$ cat src/design/forp_pkg.sv
`timescale 1ns / 1ps
// ----------------------------------------------------------------------------
// forp_pkg
// Shared types, widths and exp factor constants of the fuzzy order pair unit.
// ----------------------------------------------------------------------------
package forp_pkg;

  localparam int SampleW   = 24;
  localparam int FracBits  = 16;
  localparam int DegW      = FracBits + 1;
  localparam int QuoW      = 29;
  localparam int ExpStages = 29;
  localparam int FifoDepth = 4;
  localparam int PtrW      = 2;
  localparam int CntW      = 3;

  localparam logic [DegW-1:0] OneDeg = DegW'(1) << FracBits;

  typedef enum logic [2:0] {
    MODE_CLASSIC = 3'd0,
    MODE_LINEAR  = 3'd1,
    MODE_EXP     = 3'd2,
    MODE_GAUSS   = 3'd3,
    MODE_EPS     = 3'd4
  } mode_e;

  typedef enum logic [1:0] {
    REG_MODE    = 2'd0,
    REG_SCALE_X = 2'd1,
    REG_SCALE_Y = 2'd2
  } reg_idx_e;

  typedef enum logic [1:0] {
    KIND_FIXED = 2'd0,
    KIND_LIN   = 2'd1,
    KIND_EXP   = 2'd2,
    KIND_GAU   = 2'd3
  } kind_e;

  typedef struct packed {
    kind_e               kind;
    logic                fw_one;
    logic                bw_one;
    logic                dir_fw;
    logic [SampleW-1:0]  d;
    logic [SampleW-1:0]  r;
  } lane_side_t;

  typedef struct packed {
    lane_side_t x;
    lane_side_t y;
  } item_t;

  function automatic logic [63:0] udiv64(logic [63:0] n, logic [63:0] dv);
    logic [63:0] q;
    logic [63:0] rm;
    q  = '0;
    rm = '0;
    for (int i = 63; i >= 0; i--) begin
      rm = {rm[62:0], n[i]};
      if (rm >= dv) begin
        rm   = rm - dv;
        q[i] = 1'b1;
      end
    end
    return q;
  endfunction

  function automatic logic [31:0] series_factor(int s);
    logic [63:0] sum;
    logic [63:0] term;
    logic [63:0] rnd;
    logic        done;
    sum  = 64'd1 << 60;
    term = 64'd1 << 60;
    done = 1'b0;
    for (int n = 1; n < 64; n++) begin
      if (!done) begin
        term = udiv64(term >> s, 64'(n));
        if (term == 64'd0) begin
          done = 1'b1;
        end else if (n % 2 == 1) begin
          sum = sum - term;
        end else begin
          sum = sum + term;
        end
      end
    end
    rnd = (sum + (64'd1 << 28)) >> 29;
    return rnd[31:0];
  endfunction

  function automatic logic [31:0] exp_factor(int k);
    logic [63:0] c;
    if (k < 24) begin
      return series_factor(24 - k);
    end
    c = {32'd0, series_factor(1)};
    for (int i = 24; i <= k; i++) begin
      c = (c * c + (64'd1 << 30)) >> 31;
    end
    return c[31:0];
  endfunction

endpackage

$ cat src/design/forp_front.sv
`timescale 1ns / 1ps
// ----------------------------------------------------------------------------
// forp_front
// Accepts sample pairs, classifies each variable and holds one item for the
// queue.
// ----------------------------------------------------------------------------
module forp_front (
  input  logic                          clk_i,
  input  logic                          rst_ni,
  input  logic [2:0]                    mode_i,
  input  logic [forp_pkg::SampleW-1:0]  scale_x_i,
  input  logic [forp_pkg::SampleW-1:0]  scale_y_i,
  input  logic                          in_valid_i,
  output logic                          in_ready_o,
  input  logic signed [forp_pkg::SampleW-1:0] x_first_i,
  input  logic signed [forp_pkg::SampleW-1:0] x_second_i,
  input  logic signed [forp_pkg::SampleW-1:0] y_first_i,
  input  logic signed [forp_pkg::SampleW-1:0] y_second_i,
  output logic                          push_o,
  output forp_pkg::item_t               item_o,
  input  logic                          full_i
);

  function automatic forp_pkg::lane_side_t classify(
    logic [2:0] m, logic signed [forp_pkg::SampleW-1:0] a,
    logic signed [forp_pkg::SampleW-1:0] b, logic [forp_pkg::SampleW-1:0] r);
    forp_pkg::lane_side_t s;
    logic signed [forp_pkg::SampleW+1:0] dba;
    logic signed [forp_pkg::SampleW+1:0] dab;
    logic signed [forp_pkg::SampleW+1:0] rs;
    logic [forp_pkg::SampleW+4:0]        r32;
    dba = (forp_pkg::SampleW+2)'(b) - (forp_pkg::SampleW+2)'(a);
    dab = (forp_pkg::SampleW+2)'(a) - (forp_pkg::SampleW+2)'(b);
    rs  = $signed({2'b00, r});
    s.kind   = forp_pkg::KIND_FIXED;
    s.fw_one = 1'b0;
    s.bw_one = 1'b0;
    s.dir_fw = (a < b);
    s.d      = (a < b) ? dba[forp_pkg::SampleW-1:0] : dab[forp_pkg::SampleW-1:0];
    s.r      = r;
    r32      = {5'b00000, r};
    unique case (m)
      forp_pkg::MODE_EPS: begin
        s.fw_one = (dba > rs);
        s.bw_one = (dab > rs);
      end
      forp_pkg::MODE_LINEAR, forp_pkg::MODE_EXP, forp_pkg::MODE_GAUSS: begin
        if (s.d == '0) begin
          s.kind = forp_pkg::KIND_FIXED;
        end else if (r == '0
                     || (m == forp_pkg::MODE_LINEAR && s.d >= r)
                     || (m == forp_pkg::MODE_EXP && {5'b00000, s.d} >= (r32 << 5))
                     || (m == forp_pkg::MODE_GAUSS && {5'b00000, s.d} >= (r32 << 3))) begin
          s.fw_one = s.dir_fw;
          s.bw_one = ~s.dir_fw;
        end else if (m == forp_pkg::MODE_LINEAR) begin
          s.kind = forp_pkg::KIND_LIN;
        end else if (m == forp_pkg::MODE_EXP) begin
          s.kind = forp_pkg::KIND_EXP;
        end else begin
          s.kind = forp_pkg::KIND_GAU;
        end
      end
      default: begin
        s.fw_one = (a < b);
        s.bw_one = (a > b);
      end
    endcase
    return s;
  endfunction

  logic            fv_q;
  forp_pkg::item_t item_q;

  assign push_o     = fv_q & ~full_i;
  assign in_ready_o = ~fv_q | push_o;
  assign item_o     = item_q;

  always_ff @(posedge clk_i or negedge rst_ni) begin
    if (!rst_ni) begin
      fv_q <= 1'b0;
    end else if (in_ready_o) begin
      fv_q <= in_valid_i;
    end
  end

  always_ff @(posedge clk_i) begin
    if (in_valid_i && in_ready_o) begin
      item_q.x <= classify(mode_i, x_first_i, x_second_i, scale_x_i);
      item_q.y <= classify(mode_i, y_first_i, y_second_i, scale_y_i);
    end
  end

endmodule

$ cat config.mk
export PLATFORM = sky130hd
export DESIGN_NAME = forp_front
export DESIGN_NICKNAME = d
export VERILOG_FILES = /design/src/design/forp_pkg.sv /design/src/design/forp_front.sv
export SDC_FILE = /design/constraint.sdc
export NUM_CORES = 1
export LEC_CHECK = 0
export BUFFER_PORTS_ARGS = -buffer_cell sky130_fd_sc_hd__buf_2
export CELL_PAD_IN_SITES_DETAIL_PLACEMENT = 1
export CELL_PAD_IN_SITES_GLOBAL_PLACEMENT = 1
export CORE_MARGIN = 5
export CORE_UTILIZATION = 44
export DETAILED_ROUTE_END_ITERATION = 12
export PLACE_DENSITY_LB_ADDON = 0.1
export SLEW_MARGIN = 40
export SYNTH_ARGS = -nofsm -noshare
export SYNTH_HDL_FRONTEND = slang
export SYNTH_SLANG_ARGS = --single-unit
$ cat constraint.sdc
create_clock -name clk_i -period 4.7 [get_ports clk_i]
set_input_delay 0.94 -clock clk_i [delete_from_list [all_inputs] [get_ports clk_i]]
set_output_delay 0.94 -clock clk_i [all_outputs]
set_load 0.1 [all_outputs]
==> results of run 1 <==
-- kinds of logic after synthesis --
family | count (synthesis) | synth area share
simple gates | 507 | 0.165
fa+ha+maj | 322 | 0.266
flops | 107 | 0.210
buf+inv | 261 | 0.0672
xor+xnor | 83 | 0.0477
mux | 11 | 0.00747
compound gates | 546 | 0.236
-- synthesized netlist by cell type, drive strengths merged (14+ instances only) --
| library cell | n | share of area |
|---|---|---|
| clkbuf | 27 | 0.0066 |
| xor2 | 30 | 0.017 |
| buf | 31 | 0.011 |
| o21ai | 121 | 0.040 |
| o211ai | 17 | 0.0087 |
| o21bai | 19 | 0.0094 |
| nor2b | 26 | 0.011 |
| nand2 | 153 | 0.038 |
| o21a | 31 | 0.015 |
| a21o | 75 | 0.037 |
| xnor2 | 53 | 0.030 |
| edfxtp | 106 | 0.21 |
| nand3 | 35 | 0.011 |
| nor2 | 97 | 0.024 |
| a221oi | 14 | 0.0089 |
| ha | 318 | 0.26 |
| nor4 | 25 | 0.011 |
| nor3 | 46 | 0.015 |
| a211oi | 23 | 0.011 |
| inv | 202 | 0.050 |
| nand4 | 57 | 0.023 |
| a21oi | 160 | 0.054 |
| nand2b | 15 | 0.0062 |
-- sequential cells by signal (all words and copies together), names as in the netlist --
| register | count |
|---|---|
| fv_q | 1 |
| item_o | 106 |
-- worst max-delay path: stages --
cell	delay [ns]
sky130_fd_sc_hd__buf_2	0.09
sky130_fd_sc_hd__inv_1	0.04
sky130_fd_sc_hd__ha_1	0.35
sky130_fd_sc_hd__a21oi_1	0.31
sky130_fd_sc_hd__nand2_1	0.15
sky130_fd_sc_hd__a211oi_2	0.32
sky130_fd_sc_hd__o31ai_2	0.12
sky130_fd_sc_hd__buf_4	0.15
sky130_fd_sc_hd__a221oi_2	0.28
sky130_fd_sc_hd__nor4_1	0.10
sky130_fd_sc_hd__a2111oi_2	0.33
sky130_fd_sc_hd__buf_4	0.18
sky130_fd_sc_hd__buf_4	0.16
sky130_fd_sc_hd__ha_1	0.28
sky130_fd_sc_hd__o21ai_1	0.27
sky130_fd_sc_hd__o21ai_0	0.18
sky130_fd_sc_hd__o41ai_1	0.32
sky130_fd_sc_hd__o311a_1	0.24
sky130_fd_sc_hd__o21ai_1	0.08
sky130_fd_sc_hd__or4_4	0.54
sky130_fd_sc_hd__or2_4	0.26
sky130_fd_sc_hd__a211oi_2	0.19
-- cell type report --
type,count,area share
Clock buffer,11,0.0107
Clock inverter,5,0.00391
Inverter,203,0.0362
Multi-Input combinational cell,1469,0.523
Sequential cell,107,0.147
Tap cell,455,0.0261
Timing Repair Buffer,808,0.253
-- metal layers --
layer,wire length [um],part of all wire,track usage
met4,2280,0.032,0.110
met2,31700,0.44,0.563
met1,32000,0.45,0.509
met5,0,0,0
met3,5820,0.081,0.0453
-- power by group through the flow --
stage / sequential [mW] / combinational (mW) / clock (mW)
after global placement: 1.22 / 4.13 / 0
after global routing: 1.21 / 5.09 / 0.889
after floorplan: 1.84 / 1.89 / 0
after detailed placement: 1.23 / 4.39 / 0
final: 1.21 / 4.82 / 0.855
after CTS: 1.21 / 4.58 / 0.847
-- final timing paths --
check,endpoint,slack [ns]
max in group asynchronous,fv_q,4.27
min in group clk_i,fv_q,0.59
setup / recovery,item_o[105],-1.00
setup reg to reg,item_o[58],2.78
hold / removal,fv_q,0.35
hold reg to reg,fv_q,0.59
-- through the flow --
step           power, mW   util  std cells  setup TNS, ns
2_1_floorplan       3.73      -       1837          -3.83
3_3_place_gp        5.35  0.610       3020          -7.88
3_5_place_dp        5.62  0.610       3020         -10.14
4_1_cts             6.64  0.629       3049          -5.23
5_1_grt             7.19  0.634       3058          -7.58
6_report            6.89  0.634       3058          -6.26
-- what timing repair did --
action                     CTS  global route
buffers inserted            12             8
pin swaps                   37            19
gates cloned                 1             0
setup endpoints to repair    8             8
resized for setup           53            22
==> results.yml, run 1 <==
run_status:
  run_status: "finished, violations left"
  failed_checks: "negative setup slack"
floorplan:
  initial_utilization: 0.444
  fp-row-count: 68
  floorplan.die.height_um: 196
  core_mm2: 0.0344
  io_pins: 259
  die_width_um: 196
  die_outline_area_mm2: 0.0385
finish:
  storage_cell_area_mm2: 0.00321
  fraction_of_layout_instances_using_a_drive_strength_above_1: 0.357
  footprint_of_the_multi_input_gates_mm2: 0.0114
  num-nets-final: 3071
  postLayoutCellArea_mm2: 0.0218
  mostFrequentLayoutCells: "543 x sky130_fd_sc_hd__buf_4, 311 x sky130_fd_sc_hd__ha_1, 256 x sky130_fd_sc_hd__buf_2, 190 x sky130_fd_sc_hd__inv_1, 150 x sky130_fd_sc_hd__nand2_1"
  antennaDiodeCount: 0
  mostFrequentLayoutCell: "sky130_fd_sc_hd__buf_4"
  layout-area-overhead-vs-synth_pct: 42.9
  fillers: 4233
sta:
  hold_violations: 0
  fin_ws_ns: -1.00
  relSlewSlack: 0.571
  hold_slack_ns: 0.345
  final.min_clock_period_ns: 5.70
  grt_setup_unrepaired: "yes"
  finalClockSkew_ns: 0.0139
  min_period_over_period: 1.21
  worst_pin_slew_ns: 0.637
  final-setup-viol-count: 8
  max_freq_ghz: 0.175
  report.final.slew_viol_count: 0
grt:
  groute.usage.overall: 0.356
  grt_pass1_vias: 19400
  antenna_violations_before_repair: 0
  first_pass_grt_wire_length_mm: 110
  global_route.overflow_total: 0
  grt_start_max_net_pins: 66
placed_design:
  pre_cts_ws_ns: -1.51
  io_buffers: 258
  placed_cell_area_mm2: 0.0210
  post-dp-hpwl_mm: 57.2
  last_weighted_congestion_value_of_the_routability_driven_placer: 0.981
clocking:
  cts_hold_buf: 0
  cts_tree: "done"
  path_clk_slew_ns: 0.07
  insertion_delay_ns: 0.37
  clock_tree.root_cell: "sky130_fd_sc_hd__clkbuf_16"
  cts-root-to-sink-buffers: 2
  clock_sinks: 107
  cts_made_buffers: 9
  cts-htree-levels: 3
setup_path:
  cp_data_required_time_ns: 4.89
  crit_fanout: 5
  r2r.worst_path.cells: 4
  worst-setup-path-type: "input pin to flop"
  cp.arrival_ns: 5.89
  crit_start: "x_first_i[9]"
  start_kind: "input pin"
  timing.rr.start: "fv_q"
  worstSetupEndpointType: "flop"
power_and_ir_drop:
  switching_share: 0.485
  power.internal_mw: 3.55
  power.leakage_nw: 11.0
  switchingPower_mw: 3.34
  p_per_area_mw_per_mm2: 316
  sequentialPowerShare: 0.176
  peakVddDrop_mv: 0.371
  power.clock.fraction: 0.124
  power.share.combinational: 0.700
detailed_routing:
  drt.antenna.violating_nets: 0
  vias_per_cell: 5.96
  vias: 18200
  drt-wirelength-per-cell_um: 23.5
  drc: 0
  final_wirelength_mm: 71.8
  dr.pass1.iters: 5
  first_iteration_detailed_routing_drc_count: 1559
synthesis:
  yosysWarnings: 0
  syn-instance-count: 1837
  seq_area_frac_synth: 0.210
  syn-mean-instance-area_um2: 8.30
  ys_dominant_reg_cell: "sky130_fd_sc_hd__edfxtp_1"
  synth.lib_cells_used.distinct: 88
  ys_ff_latch: 107
  synth.net_count: 2310
  synth.cell_area_mm2: 0.0152
  synth_enable_flop_cells: 106
  ys_async_sr_fraction: 0.00935
hold_path:
  hold_path.class: "input pin to asynchronous set/reset pin"
flow_run:
  drv.max_cap_violation_count: 0
Power figures use the tool's default switching activity.
==> run 2, diff against run 1 <==
- CTS_BUF_LIST: not set -> sky130_fd_sc_hd__clkbuf_16
==> results.yml, run 2 (synthesis gave the netlist of run 1 again) <==
sta:
  grt_setup_unrepaired: "yes"
  final-setup-viol-count: 8
  max_freq_ghz: 0.175
  finalClockSkew_ns: 0.0161
  hold_slack_ns: 0.345
  setup_tns_ns: -6.46
  final.min_clock_period_ns: 5.71
  fin_ws_ns: -1.01
  relSlewSlack: 0.571
  hold_violations: 0
  report.final.slew_viol_count: 0
  min_period_over_period: 1.21
  worst_pin_slew_ns: 0.637
finish:
  fraction_of_layout_instances_using_a_drive_strength_above_1: 0.357
  antennaDiodeCount: 0
  num-nets-final: 3071
  layout-area-overhead-vs-synth_pct: 42.9
  mostFrequentLayoutCell: "sky130_fd_sc_hd__buf_4"
  mostFrequentLayoutCells: "543 x sky130_fd_sc_hd__buf_4, 311 x sky130_fd_sc_hd__ha_1, 256 x sky130_fd_sc_hd__buf_2, 192 x sky130_fd_sc_hd__inv_1, 150 x sky130_fd_sc_hd__nand2_1"
  largest_register_ff_count: 106
detailed_routing:
  drt-wirelength-per-cell_um: 23.5
  first_iteration_detailed_routing_drc_count: 1559
  drt.antenna.violating_nets: 0
  vias_per_cell: 5.97
  final_wirelength_mm: 71.9
  vias: 18200
  drc: 0
  dr.pass1.iters: 7
clocking:
  path_clk_slew_ns: 0.07
  cts_made_buffers: 9
  insertion_delay_ns: 0.37
  clock_sinks: 107
  clock_tree.root_cell: "sky130_fd_sc_hd__clkbuf_16"
  cts_tree: "done"
  cts-htree-levels: 3
  cts-root-to-sink-buffers: 2
floorplan:
  io_pins: 259
  die_outline_area_mm2: 0.0385
  fp-row-count: 68
  initial_utilization: 0.444
  die_width_um: 196
  core_mm2: 0.0344
  floorplan.die.height_um: 196
hold_path:
  hold_path.class: "input pin to asynchronous set/reset pin"
setup_path:
  timing.rr.start: "fv_q"
  slowest_stage_delay_on_critical_path_ns: 0.54
  r2r.worst_path.cells: 4
  crit_start: "x_first_i[9]"
  r2r_end: "item_o[58]"
  timing.critical_path.max_delay_family: "compound AO/OA/AOI/OAI gates"
  critical_path_depth: 22
  slowest_stage: "sky130_fd_sc_hd__or4_4"
  worstSetupEndpointType: "flop"
  crit_fanout: 5
  worst-setup-path-type: "input pin to flop"
  start_kind: "input pin"
  worstPathCellList: "buf_2 -> inv_1 -> ha_1 -> a21oi_1 -> nand2_1 -> a211oi_2 -> o31ai_2 -> buf_4 -> a221oi_2 -> nor4_1 -> a2111oi_2 -> buf_4 -> buf_4 -> ha_1 -> o21ai_1 -> o21ai_0 -> o41ai_1 -> o311a_1 -> o21ai_1 -> or4_4 -> or2_4 -> a211oi_2"
  cp_data_required_time_ns: 4.89
  cp.arrival_ns: 5.89
  cpMostUsedCell: "sky130_fd_sc_hd__buf_4"
  path_buf_inv: 5
  rrSetupSlack_ns: 2.79
power_and_ir_drop:
  peakVddDrop_mv: 0.375
  power.share.combinational: 0.700
  switchingPower_mw: 3.34
  switching_share: 0.485
  power.clock.fraction: 0.124
  sequentialPowerShare: 0.176
  power.internal_mw: 3.54
  power.leakage_nw: 11.0
  p_per_area_mw_per_mm2: 316
placed_design:
  io_buffers: 258
  post-dp-hpwl_mm: 57.2
  pre_cts_ws_ns: -1.51
  last_weighted_congestion_value_of_the_routability_driven_placer: 0.981
run_status:
  run_status: "finished, violations left"
  failed_checks: "negative setup slack"
grt:
  groute.usage.overall: 0.356
  antenna_violations_before_repair: 0
  first_pass_grt_wire_length_mm: 110
  grt_start_max_net_pins: 66
  grt_pass1_vias: 19400
  global_route.overflow_total: 0
flow_run:
  drv.max_cap_violation_count: 0
[run 2: worst reg2reg max path: cells and delay by family, from the launching register on]
| family | cells | cell delay (ns) |
|---|---|---|
| buffers and inverters | 2 | 0.71 |
| and+or+nand+nor | 2 | 0.49 |
| DFF | 1 | 0.38 |
[run 2: cell type report]
class / instances / area, um^2
clock buffers: 9 / 225
fillers: 4233 / 12600
multi-input cells: 1469 / 11400
well taps: 455 / 569
clock inverters: 7 / 92.6
flip-flops and latches: 107 / 3210
inverters: 203 / 790
repair buffers: 808 / 5510
[run 2: power groups by stage]
stage	sequential (mW)	clock [mW]	combinational, mW
6_report	1.21	0.854	4.82
3_3_place_gp	1.22	0	4.13
3_5_place_dp	1.23	0	4.39
5_1_grt	1.21	0.885	5.09
2_1_floorplan	1.84	0	1.89
4_1_cts	1.21	0.843	4.58
[run 2: worst max-delay path by stage]
| stage | endpoint | slack, ns |
|---|---|---|
| 6_report | item_o[105] | -1.01 |
| 5_1_grt | item_o[105] | -1.20 |
| 4_1_cts | item_o[104] | -0.88 |
| 3_5_place_dp | item_o[104] | -1.51 |
| 3_3_place_gp | item_o[104] | -1.21 |
| 2_1_floorplan | item_o[104] | -0.76 |
[run 2: layer usage]
metal	wire [um]	share of wire	global-route usage	up-vias
li1	-	-	-	8244
met1	32000	0.45	0.509	8794
met2	31700	0.44	0.563	999
met3	5880	0.082	0.0453	207
met4	2320	0.032	0.110	0
met5	0	0	0	-
[run 2: per-stage QoR]
| stage | util | std cells | cell area (um^2) | power, mW |
|---|---|---|---|---|
| global route | 0.634 | 3058 | 21800 | 7.19 |
| detailed placement | 0.610 | 3020 | 21000 | 5.62 |
| CTS | 0.629 | 3049 | 21600 | 6.63 |
| global placement | 0.610 | 3020 | 21000 | 5.35 |
| floorplan | - | 1837 | 15400 | 3.73 |
| finish | 0.634 | 3058 | 21800 | 6.88 |
[run 2: repair_timing]
action / CTS / global route
hold buffers: 0 / 0
endpoints found under the setup margin: 8 / 8
pin swaps: 37 / 19
buffers inserted: 12 / 8
cloned: 1 / 0
resized for setup: 53 / 22
