`src/design/forp_pkg.sv`:
```
`timescale 1ns / 1ps
// ----------------------------------------------------------------------------
// forp_pkg
// Shared types, widths and exp factor constants of the fuzzy order pair unit.
// ----------------------------------------------------------------------------
package forp_pkg;

  localparam int SampleW   = 24;
  localparam int FracBits  = 16;
  localparam int DegW      = FracBits + 1;
  localparam int QuoW      = 29;
  localparam int ExpStages = 29;
  localparam int FifoDepth = 4;
  localparam int PtrW      = 2;
  localparam int CntW      = 3;

  localparam logic [DegW-1:0] OneDeg = DegW'(1) << FracBits;

  typedef enum logic [2:0] {
    MODE_CLASSIC = 3'd0,
    MODE_LINEAR  = 3'd1,
    MODE_EXP     = 3'd2,
    MODE_GAUSS   = 3'd3,
    MODE_EPS     = 3'd4
  } mode_e;

  typedef enum logic [1:0] {
    REG_MODE    = 2'd0,
    REG_SCALE_X = 2'd1,
    REG_SCALE_Y = 2'd2
  } reg_idx_e;

  typedef enum logic [1:0] {
    KIND_FIXED = 2'd0,
    KIND_LIN   = 2'd1,
    KIND_EXP   = 2'd2,
    KIND_GAU   = 2'd3
  } kind_e;

  typedef struct packed {
    kind_e               kind;
    logic                fw_one;
    logic                bw_one;
    logic                dir_fw;
    logic [SampleW-1:0]  d;
    logic [SampleW-1:0]  r;
  } lane_side_t;

  typedef struct packed {
    lane_side_t x;
    lane_side_t y;
  } item_t;

  function automatic logic [63:0] udiv64(logic [63:0] n, logic [63:0] dv);
    logic [63:0] q;
    logic [63:0] rm;
    q  = '0;
    rm = '0;
    for (int i = 63; i >= 0; i--) begin
      rm = {rm[62:0], n[i]};
      if (rm >= dv) begin
        rm   = rm - dv;
        q[i] = 1'b1;
      end
    end
    return q;
  endfunction

  function automatic logic [31:0] series_factor(int s);
    logic [63:0] sum;
    logic [63:0] term;
    logic [63:0] rnd;
    logic        done;
    sum  = 64'd1 << 60;
    term = 64'd1 << 60;
    done = 1'b0;
    for (int n = 1; n < 64; n++) begin
      if (!done) begin
        term = udiv64(term >> s, 64'(n));
        if (term == 64'd0) begin
          done = 1'b1;
        end else if (n % 2 == 1) begin
          sum = sum - term;
        end else begin
          sum = sum + term;
        end
      end
    end
    rnd = (sum + (64'd1 << 28)) >> 29;
    return rnd[31:0];
  endfunction

  function automatic logic [31:0] exp_factor(int k);
    logic [63:0] c;
    if (k < 24) begin
      return series_factor(24 - k);
    end
    c = {32'd0, series_factor(1)};
    for (int i = 24; i <= k; i++) begin
      c = (c * c + (64'd1 << 30)) >> 31;
    end
    return c[31:0];
  endfunction

endpackage

```
`src/design/forp_fifo.sv`:
```
`timescale 1ns / 1ps
// ----------------------------------------------------------------------------
// forp_fifo
// Short queue of classified items between the front and the back.
// ----------------------------------------------------------------------------
module forp_fifo (
  input  logic            clk_i,
  input  logic            rst_ni,
  input  logic            push_i,
  input  forp_pkg::item_t item_i,
  output logic            full_o,
  input  logic            pop_i,
  output logic            empty_o,
  output forp_pkg::item_t item_o
);

  forp_pkg::item_t               mem_q [forp_pkg::FifoDepth];
  logic [forp_pkg::PtrW-1:0]     wr_q;
  logic [forp_pkg::PtrW-1:0]     rd_q;
  logic [forp_pkg::CntW-1:0]     cnt_q;

  assign full_o  = (cnt_q == forp_pkg::CntW'(forp_pkg::FifoDepth));
  assign empty_o = (cnt_q == '0);
  assign item_o  = mem_q[rd_q];

  always_ff @(posedge clk_i or negedge rst_ni) begin
    if (!rst_ni) begin
      wr_q  <= '0;
      rd_q  <= '0;
      cnt_q <= '0;
    end else begin
      if (push_i) begin
        wr_q <= wr_q + 1'b1;
      end
      if (pop_i) begin
        rd_q <= rd_q + 1'b1;
      end
      cnt_q <= cnt_q + forp_pkg::CntW'(push_i) - forp_pkg::CntW'(pop_i);
    end
  end

  always_ff @(posedge clk_i) begin
    if (push_i) begin
      mem_q[wr_q] <= item_i;
    end
  end

  a_no_overflow: assert property (@(posedge clk_i) disable iff (!rst_ni)
    push_i |-> !full_o) else $error("push into full queue");
  a_no_underflow: assert property (@(posedge clk_i) disable iff (!rst_ni)
    pop_i |-> !empty_o) else $error("pop from empty queue");
  a_count: assert property (@(posedge clk_i) disable iff (!rst_ni)
    (push_i && !pop_i) |=> cnt_q == $past(cnt_q) + 1'b1) else $error("count slip");

endmodule

```
`config.mk`:
```
export PLATFORM = sky130hd
export DESIGN_NAME = forp_fifo
export DESIGN_NICKNAME = d
export VERILOG_FILES = /design/src/design/forp_pkg.sv /design/src/design/forp_fifo.sv
export SDC_FILE = /design/constraint.sdc
export NUM_CORES = 1
export LEC_CHECK = 0
export CELL_PAD_IN_SITES_DETAIL_PLACEMENT = 0
export CELL_PAD_IN_SITES_GLOBAL_PLACEMENT = 1
export CORE_MARGIN = 3
export CORE_UTILIZATION = 50
export DETAILED_ROUTE_END_ITERATION = 10
export DONT_BUFFER_PORTS = 1
export MAX_ROUTING_LAYER = met4
export PLACE_DENSITY_LB_ADDON = 0.05
export SLEW_MARGIN = 0
export SYNTH_ARGS = -nofsm -noshare
export SYNTH_HDL_FRONTEND = slang
export SYNTH_SLANG_ARGS = --single-unit
```
`constraint.sdc`:
```
create_clock -name clk_i -period 3.93 [get_ports clk_i]
set_clock_uncertainty 0.1 [all_clocks]
set_input_delay 0.1965 -clock clk_i [delete_from_list [all_inputs] [get_ports clk_i]]
set_output_delay 0.1965 -clock clk_i [all_outputs]
set_load 0.005 [all_outputs]
```
==> flow_metrics.env, run 1 <==
export IMPL_status="finished clean"
export IMPL_cts_tree="built"
export IMPL_cts_setup_buffers=0
export IMPL_start_util_pct=50.9
export IMPL_final_antenna_net_count=0
export IMPL_syn_nets=705
export IMPL_cp_endpoint="item_o[42]"
export IMPL_via_count=6543
export IMPL_cts_root_buf="clkbuf_16"
export IMPL_dieArea_mm2=0.0335
export IMPL_clkLatencyLatePin_ns=0.52
export IMPL_p_int_uw=9810
export IMPL_drv_cap=0
export IMPL_syn_inst=588
export IMPL_syn_cell_area_mm2=0.0156
export IMPL_reg2reg_depth=3
export IMPL_finalSetupViolCount=0
export IMPL_tightest_slew_ns=0.825
export IMPL_grt_overflow=0
export IMPL_cp_slowest_stage_delay_ns=0.79
export IMPL_row_count=64
export IMPL_ys_ff_latch=431
export IMPL_p_seq_share_pct=47.1
export IMPL_tns_ns=0
export IMPL_crit_arrival_ns=2.29
export IMPL_yosys_warnings=0
export IMPL_wirelength_mm=28.3
export IMPL_powerDensity_mw_per_mm2=713
export IMPL_post_drt_wl_per_cell_um=24.3
export IMPL_hold_viol=0
export IMPL_final_nets=848
export IMPL_vias_per_cell=5.63
export IMPL_post_route_min_period_ns=2.58
export IMPL_worst_setup_path_end_kind="primary output"
export IMPL_htree_levels=2
export IMPL_ys_types=18
export IMPL_swShare_pct=26.4
export IMPL_die_h_um=183
export IMPL_drive_gt1_share_pct=23.9
export IMPL_final_area_mm2=0.0187
export IMPL_synth_area_per_cell_um2=26.6
export IMPL_critPathLaunchType="flop"
export IMPL_place_area_mm2=0.0162
export IMPL_rsz0062_at_grt="no"
export IMPL_relSlewSlack_pct=45.0
export IMPL_gp_congestion=0.716
export IMPL_worstPathCellList="buf_12 -> mux4_2"
export IMPL_area_growth_pct=19.3
export IMPL_clockBufferDepth=3
export IMPL_cts_sinks=431
export IMPL_first_iter_violations=435
export IMPL_port_buffers=0
export IMPL_path_class="reg -> out"
export IMPL_grt_max_degree=75
export IMPL_route_detailed_drc=0
export IMPL_rrSetupSlack_ns=1.80
export IMPL_grtUsageTotal_pct=17.6
export IMPL_slew_viol_final=0
export IMPL_power_frac_clock_pct=29.9
export IMPL_crit_fanout=74
export IMPL_share_comb_of_total_power_pct=23.0
export IMPL_clkTransAtPathRegs_ns=0.06
export IMPL_required_ns=3.63
export IMPL_hpwl_mm=16.3
export IMPL_antenna_found_initial=2
export IMPL_die_w_um=183
export IMPL_cts_made_buffers=44
export IMPL_cp_startpoint="rd_q[1]"
export IMPL_p_switching_uw=3510
export IMPL_core_area_mm2=0.0307
export IMPL_r2r_start="wr_q[0]"
export IMPL_grt_pass1_vias=7351
export IMPL_final_util_pct=60.7
export IMPL_grt_pass1_wl_mm=43.0
export IMPL_min_from="push_i"
export IMPL_worst_path_max_delay_cell="dfrtp_4"
export IMPL_fmax_ghz=0.387
export IMPL_p_leak_uw=0.00600
export IMPL_hp_class="in -> reg"
export IMPL_io_pins=218
export IMPL_r2r_end="mem_q[3][94]"
export IMPL_period_share_pct=65.7
export IMPL_ys_seq_area_share_pct=82.5
export IMPL_ir_drop_uv=530
export IMPL_first_pass_iters=4
metal layers:
metal  up-vias  GRT usage (%)  wire (um)
met4         0           5.03        667
met1      3462           21.1      11000
met2       192           29.8      14700
li1       2837              -          -
met5         -              -          0
met3        52           4.62       1890
what timing repair did:
item | 4_1_cts | 5_1_grt
hold buffers | 110 | 0
resized for setup | 0 | 0
endpoints found under the hold margin | 451 | 0
placed cells by master, fill, tap and decap left out, types with 2 or more instances in the layout:
cell type,n
edfxtp_1,424
bufinv_16,5
dlygate4sd3_1,110
nand2_1,2
and2_4,4
dfrtp_4,2
buf_12,6
mux4_2,106
clkinv_1,10
inv_1,6
xnor2_1,3
clkbuf_16,45
xor2_1,2
buf_4,5
ha_1,6
clkbuf_1,9
diode_2,3
dfrtp_1,5
clkinv_2,9
power groups by stage:
| stage | sequential [uW] | combinational [uW] | clock [uW] |
|---|---|---|---|
| after floorplan | 6300 | 2330 | 0 |
| after CTS | 6290 | 3210 | 4090 |
| after detailed placement | 6390 | 3050 | 0 |
| final | 6280 | 3060 | 3980 |
| after global routing | 6350 | 3350 | 4280 |
| after global placement | 6330 | 3030 | 0 |
final cells by class:
| class | instances | area [um2] |
|---|---|---|
| sequential | 431 | 12900 |
| fill | 2183 | 12100 |
| multi-input combinational | 127 | 2580 |
| timing repair buffer | 121 | 1260 |
| clock buffer | 54 | 1160 |
| tap | 396 | 495 |
| clock inverter | 24 | 233 |
| inverter | 6 | 22.5 |
| antenna | 3 | 7.51 |
synth_stat cells:
| library cell | n | area share (%) |
|---|---|---|
| ha_1 | 6 | 0.48 |
| nor3_1 | 1 | 0.032 |
| buf_6 | 3 | 0.22 |
| o21ai_0 | 1 | 0.032 |
| fa_1 | 1 | 0.13 |
| buf_4 | 1 | 0.048 |
| dfrtp_1 | 7 | 1.1 |
| clkbuf_1 | 6 | 0.14 |
| nand2_1 | 2 | 0.048 |
| xnor2_1 | 3 | 0.17 |
| buf_8 | 1 | 0.096 |
| inv_1 | 6 | 0.14 |
| and3_1 | 1 | 0.040 |
| xor2_1 | 2 | 0.11 |
| edfxtp_1 | 424 | 81 |
| buf_2 | 13 | 0.42 |
| and2_1 | 4 | 0.16 |
| mux4_2 | 106 | 15 |
worst min path at each step:
stage                    to  cells after the start
6_report       mem_q[1][15]                      1
2_1_floorplan      cnt_q[0]                      0
3_5_place_dp       cnt_q[1]                      0
3_3_place_gp       cnt_q[1]                      0
5_1_grt         mem_q[1][9]                      1
4_1_cts        mem_q[1][20]                      1
sequential cells by signal, indices dropped and copies added (netlist names):
register	count
wr_q	2
rd_q	2
mem_q	424
cnt_q	3
stage by stage:
stage	hold slack [ns]	worst slack (ns)	total power, uW	instances
2_1_floorplan	-0.199	0.287	8630	588
3_3_place_gp	-0.199	1.78	9360	971
3_5_place_dp	-0.199	1.74	9440	971
4_1_cts	0.123	1.26	13600	1159
5_1_grt	0.134	1.18	14000	1161
6_report	0.127	1.35	13300	1162
logic make-up after synthesis:
logic type | Yosys count | synth area share [%]
adder cells (fa/ha/maj) | 7 | 0.608
XOR/XNOR | 5 | 0.280
buffers and inverters | 30 | 1.06
flip-flops | 431 | 82.5
multiplexers | 106 | 15.3
AND/OR/NAND/NOR | 8 | 0.280
AO/OA/AOI/OAI | 1 | 0.0320
worst max-delay path: cells and delay by family (launching register included):
family | cells | cell delay (ns)
mux | 1 | 0.45
flops | 1 | 0.79
buf+inv | 1 | 0.47
Note: power is estimated with default switching activity, not from simulation.
==> inputs of run 2 (changes only) <==
==> constraint.sdc (replaced) <==
create_clock -name clk_i -period 2.31 [get_ports clk_i]
set_clock_uncertainty 0.1 [all_clocks]
set_input_delay 0.1155 -clock clk_i [delete_from_list [all_inputs] [get_ports clk_i]]
set_output_delay 0.1155 -clock clk_i [all_outputs]
set_load 0.005 [all_outputs]
==> flow_metrics.env, run 2 (same netlist as run 1, synthesis figures left out) <==
export IMPL_status="finished clean"
export IMPL_start_util_pct=50.9
export IMPL_grt_overflow=0
export IMPL_worstPathCellList="buf_12 -> mux4_2"
export IMPL_clkLatencyLatePin_ns=0.52
export IMPL_post_route_min_period_ns=2.21
export IMPL_rsz0062_at_grt="yes"
export IMPL_drive_gt1_share_pct=24.3
export IMPL_die_w_um=183
export IMPL_via_count=6536
export IMPL_hpwl_mm=17.5
export IMPL_htree_levels=2
export IMPL_share_comb_of_total_power_pct=24.4
export IMPL_hold_viol=0
export IMPL_final_antenna_net_count=0
export IMPL_io_pins=218
export IMPL_required_ns=2.09
export IMPL_first_pass_iters=4
export IMPL_top_register="mem_q"
export IMPL_final_area_mm2=0.0189
export IMPL_finalSetupViolCount=0
export IMPL_crit_arrival_ns=1.99
export IMPL_cts_setup_buffers=0
export IMPL_post_place_ws_ns=0.505
export IMPL_setup_ws_ns=0.0998
export IMPL_route_met3_wl_mm=2.06
export IMPL_grt_pass1_wl_mm=44.0
export IMPL_critPathLaunchType="flop"
export IMPL_gp_congestion=0.725
export IMPL_routed_top_layer="met4"
export IMPL_ir_drop_uv=762
export IMPL_critical_path_top_delay_family="multiplexers"
export IMPL_path_class="reg -> out"
export IMPL_path_buf_inv=1
export IMPL_worst_path_max_delay_cell="mux4_2"
export IMPL_p_int_uw=16800
export IMPL_cts_tree="built"
export IMPL_swShare_pct=26.5
export IMPL_route_detailed_drc=0
export IMPL_dieArea_mm2=0.0335
export IMPL_place_area_mm2=0.0164
export IMPL_tightest_slew_ns=0.395
export IMPL_grt_max_degree=42
export IMPL_crit_fanout=32
export IMPL_p_seq_share_pct=46.5
export IMPL_dr_wl_met2_mm=15.2
export IMPL_grtUsageTotal_pct=18.0
export IMPL_row_count=64
export IMPL_worst_setup_path_end_kind="primary output"
export IMPL_port_buffers=0
export IMPL_vias_per_cell=5.60
export IMPL_period_share_pct=95.7
export IMPL_p_leak_uw=0.00607
export IMPL_slew_viol_final=0
export IMPL_wirelength_mm=28.9
export IMPL_p_switching_uw=6070
export IMPL_met1Wirelength_mm=10.9
export IMPL_p_total_uw=22900
export IMPL_final_nets=855
export IMPL_largest_register_ffs=424
export IMPL_cts_sinks=431
export IMPL_layout_commonest_cell="edfxtp_1"
export IMPL_hp_class="in -> reg"
export IMPL_post_drt_wl_per_cell_um=24.7
export IMPL_core_area_mm2=0.0307
export IMPL_cts_root_buf="clkbuf_16"
export IMPL_fmax_ghz=0.452
export IMPL_first_iter_violations=380
export IMPL_hold_slack_ns=0.200
export IMPL_powerDensity_mw_per_mm2=1210
export IMPL_largestRegisters="mem_q x424, cnt_q x3"
export IMPL_area_growth_pct=20.5
export IMPL_die_h_um=183
export IMPL_cp_slowest_stage_delay_ns=0.61
export IMPL_drv_cap=0
export IMPL_power_frac_clock_pct=29.1
export IMPL_cts_made_buffers=43
export IMPL_final_cell_mix="edfxtp_1, dlygate4sd3_1, mux4_2, clkbuf_16, buf_12"
export IMPL_antenna_found_initial=2
export IMPL_clockBufferDepth=3
export IMPL_grt_pass1_vias=7125
export IMPL_clkTransAtPathRegs_ns=0.06
export IMPL_relSlewSlack_pct=73.7
==> run 2: worst paths after layout <==
check                                from  slack [ns]  cells past startpoint          end
worst max-delay path              rd_q[0]         0.1                      2   item_o[55]
worst min-delay path            item_i[0]        0.20                      1  mem_q[2][0]
worst max register to register   cnt_q[0]        0.51                      7     cnt_q[2]
worst min register to register    wr_q[0]        0.43                      1      wr_q[0]
max in group asynchronous          rst_ni        1.45                      2      rd_q[0]
min in group asynchronous          rst_ni        0.37                      2      wr_q[0]
==> run 2: layout make-up <==
| type | instances | area, um2 |
|---|---|---|
| Fill cell | 2139 | 11900 |
| Sequential cell | 431 | 12900 |
| Clock inverter | 19 | 184 |
| Inverter | 6 | 22.5 |
| Clock buffer | 58 | 1180 |
| Tap cell | 396 | 495 |
| Timing Repair Buffer | 129 | 1460 |
| Antenna cell | 2 | 5.00 |
| Multi-Input combinational cell | 127 | 2580 |
==> run 2: power groups by stage <==
stage	Sequential (uW)	Clock, uW	Combinational [uW]
after floorplan	10600	0	3980
after global placement	10700	0	5520
after detailed placement	10800	0	5540
after CTS	10700	6880	5800
after global routing	10800	7220	6060
final	10600	6680	5580
==> run 2: worst register-to-register path, delay by kind of cell (launching register included) <==
| kind | cells | cell delay [ns] |
|---|---|---|
| fa+ha+maj | 3 | 0.86 |
| flops | 1 | 0.35 |
| xor+xnor | 2 | 0.27 |
| buf+inv | 2 | 0.10 |
==> run 2: timing repair <==
item | 4_1_cts | 5_1_grt
resized for setup | 0 | 1
setup endpoints to repair | 0 | 9
hold buffers | 110 | 0
endpoints found under the hold margin | 509 | 0
==> run 2: metal layers <==
metal	up-vias	GRT usage, %
li1	2837	-
met1	3457	21.7
met2	201	30.0
met3	41	5.28
met4	0	5.24
met5	-	-
==> run 2: metrics by stage <==
| stage | utilization, % | std cells | setup TNS (ns) |
|---|---|---|---|
| after floorplan | - | 588 | 0 |
| after global placement | 53.2 | 979 | 0 |
| after detailed placement | 53.2 | 979 | 0 |
| after CTS | 61.3 | 1166 | 0 |
| after global routing | 61.3 | 1168 | -0.00965 |
| final | 61.3 | 1168 | 0 |
==> inputs of run 3 (changes only) <==
--- a/config.mk
+++ b/config.mk
@@ -8,7 +8,7 @@
 export CELL_PAD_IN_SITES_DETAIL_PLACEMENT = 0
 export CELL_PAD_IN_SITES_GLOBAL_PLACEMENT = 1
 export CORE_MARGIN = 3
-export CORE_UTILIZATION = 50
+export CORE_UTILIZATION = 45
 export DETAILED_ROUTE_END_ITERATION = 10
 export DONT_BUFFER_PORTS = 1
 export MAX_ROUTING_LAYER = met4
==> flow_metrics.env, run 3 (same netlist as run 1, synthesis figures left out) <==
export IMPL_hpwl_mm=18.2
export IMPL_final_util_pct=55.9
export IMPL_clkLatencyLatePin_ns=0.53
export IMPL_dieArea_mm2=0.0370
export IMPL_post_route_min_period_ns=2.20
export IMPL_area_growth_pct=20.9
export IMPL_share_comb_of_total_power_pct=25.1
export IMPL_grt_util_met3_pct=5.61
export IMPL_worst_setup_path_end_kind="primary output"
export IMPL_core_area_mm2=0.0339
export IMPL_clockBufferDepth=3
export IMPL_row_count=67
export IMPL_critPathLaunchType="flop"
export IMPL_grtUsageTotal_pct=17.2
export IMPL_layout_commonest_cell="edfxtp_1"
export IMPL_met1_usage_pct=21.0
export IMPL_hold_viol=0
export IMPL_hp_class="in -> reg"
export IMPL_p_int_uw=16800
export IMPL_required_ns=2.09
export IMPL_wirelength_mm=30.2
export IMPL_cts_tree="built"
export IMPL_grt_max_degree=59
export IMPL_grt_busiest_layer="met2"
export IMPL_p_leak_uw=0.00607
export IMPL_place_area_mm2=0.0164
export IMPL_drive_gt1_share_pct=24.9
export IMPL_cts_made_buffers=45
export IMPL_p_switching_uw=6250
export IMPL_period_share_pct=95.3
export IMPL_via_count=6568
export IMPL_p_seq_share_pct=46.1
export IMPL_drv_cap=0
export IMPL_die_w_um=192
export IMPL_grt_pass1_vias=7435
export IMPL_p_total_uw=23000
export IMPL_io_pins=218
export IMPL_path_class="reg -> out"
export IMPL_dpl_cell_count=1033
export IMPL_top_register="mem_q"
export IMPL_largest_register_ffs=424
export IMPL_largestRegisters="mem_q x424, cnt_q x3"
export IMPL_final_cell_mix="edfxtp_1, dlygate4sd3_1, mux4_2, clkbuf_16, buf_12"
export IMPL_relSlewSlack_pct=68.5
export IMPL_vias_per_cell=5.36
export IMPL_rsz0062_at_grt="yes"
export IMPL_htree_levels=2
export IMPL_first_iter_violations=425
export IMPL_grt_overflow=0
export IMPL_layout_cells_non_filler=1226
export IMPL_fill_cells=2547
export IMPL_route_detailed_drc=0
export IMPL_grt_pass1_wl_mm=46.0
export IMPL_status="finished clean"
export IMPL_tns_ns=0
export IMPL_grt_met2_usage_pct=28.2
export IMPL_first_pass_iters=6
export IMPL_final_antenna_net_count=0
export IMPL_fmax_ghz=0.454
export IMPL_ir_drop_uv=843
export IMPL_die_h_um=192
export IMPL_final_area_mm2=0.0189
export IMPL_gp_congestion=0.712
export IMPL_cts_root_buf="clkbuf_16"
export IMPL_power_frac_clock_pct=28.8
export IMPL_antenna_found_initial=3
export IMPL_crit_fanout=42
export IMPL_powerDensity_mw_per_mm2=1220
export IMPL_slew_viol_final=0
export IMPL_start_util_pct=46.2
export IMPL_final_nets=860
export IMPL_cts_sinks=431
export IMPL_finalSetupViolCount=0
export IMPL_port_buffers=0
export IMPL_swShare_pct=27.1
export IMPL_clkTransAtPathRegs_ns=0.06
export IMPL_crit_arrival_ns=1.99
export IMPL_post_drt_wl_per_cell_um=24.7
export IMPL_tightest_slew_ns=0.472
-- run 3: cell types whose count changed in the layout (fill, tap and decap cells not counted), moves of 2 or more --
cell,change
clkbuf_1,-5
clkinv_1,+4
buf_4,+3
clkinvlp_4,+2
-- run 3: area by class of cell --
type / instances / area [um2] / share of cell area [%]
Inverter: 6 / 22.5 / 0.119
Clock inverter: 27 / 206 / 1.09
Multi-Input combinational cell: 127 / 2580 / 13.7
Tap cell: 448 / 561 / 2.96
Timing Repair Buffer: 132 / 1480 / 7.81
Sequential cell: 431 / 12900 / 68.2
Antenna cell: 3 / 7.51 / 0.0397
Clock buffer: 52 / 1150 / 6.09
-- run 3: critical path, stage by stage, from the launching register on --
cell     delay (ns)
dfrtp_4        0.48
buf_16         0.31
mux4_2         0.61
-- run 3: power groups by stage --
stage          sequential (uW)  combinational [uW]  clock (uW)
6_report                 10600                5780        6630
5_1_grt                  10700                6310        7180
4_1_cts                  10700                5950        6840
3_5_place_dp             10800                5680           0
3_3_place_gp             10700                5660           0
2_1_floorplan            10600                3980           0
-- run 3: worst paths after layout --
check | startpoint | end | slack, ns | depth (start not counted)
hold reg to reg | wr_q[0] | wr_q[0] | 0.44 | 1
min in group asynchronous | rst_ni | cnt_q[1] | 0.36 | 2
max in group asynchronous | rst_ni | rd_q[0] | 1.47 | 2
hold / removal | push_i | mem_q[1][103] | 0.05 | 2
setup / recovery | rd_q[0] | item_o[55] | 0.11 | 2
setup reg to reg | wr_q[0] | mem_q[2][81] | 0.47 | 4
-- run 3: repair_timing --
action                                  CTS  global route
endpoints found under the setup margin    0            46
gates resized for setup                   0             1
buffers inserted                          0             1
endpoints found under the hold margin   486             0
hold buffers                            110             0
-- run 3: per-stage QoR --
stage	worst slack [ns]	hold slack, ns
global route	-0.0187	0.0403
CTS	0.00481	0.0367
finish	0.109	0.0492
floorplan	0.387	-0.280
global placement	0.525	-0.280
detailed placement	0.467	-0.280
-- run 3: per-layer routing --
layer	up-vias	routed length, um
met3	49	2350
met4	0	565
met2	187	15400
met5	-	0
li1	2851	-
met1	3481	11900
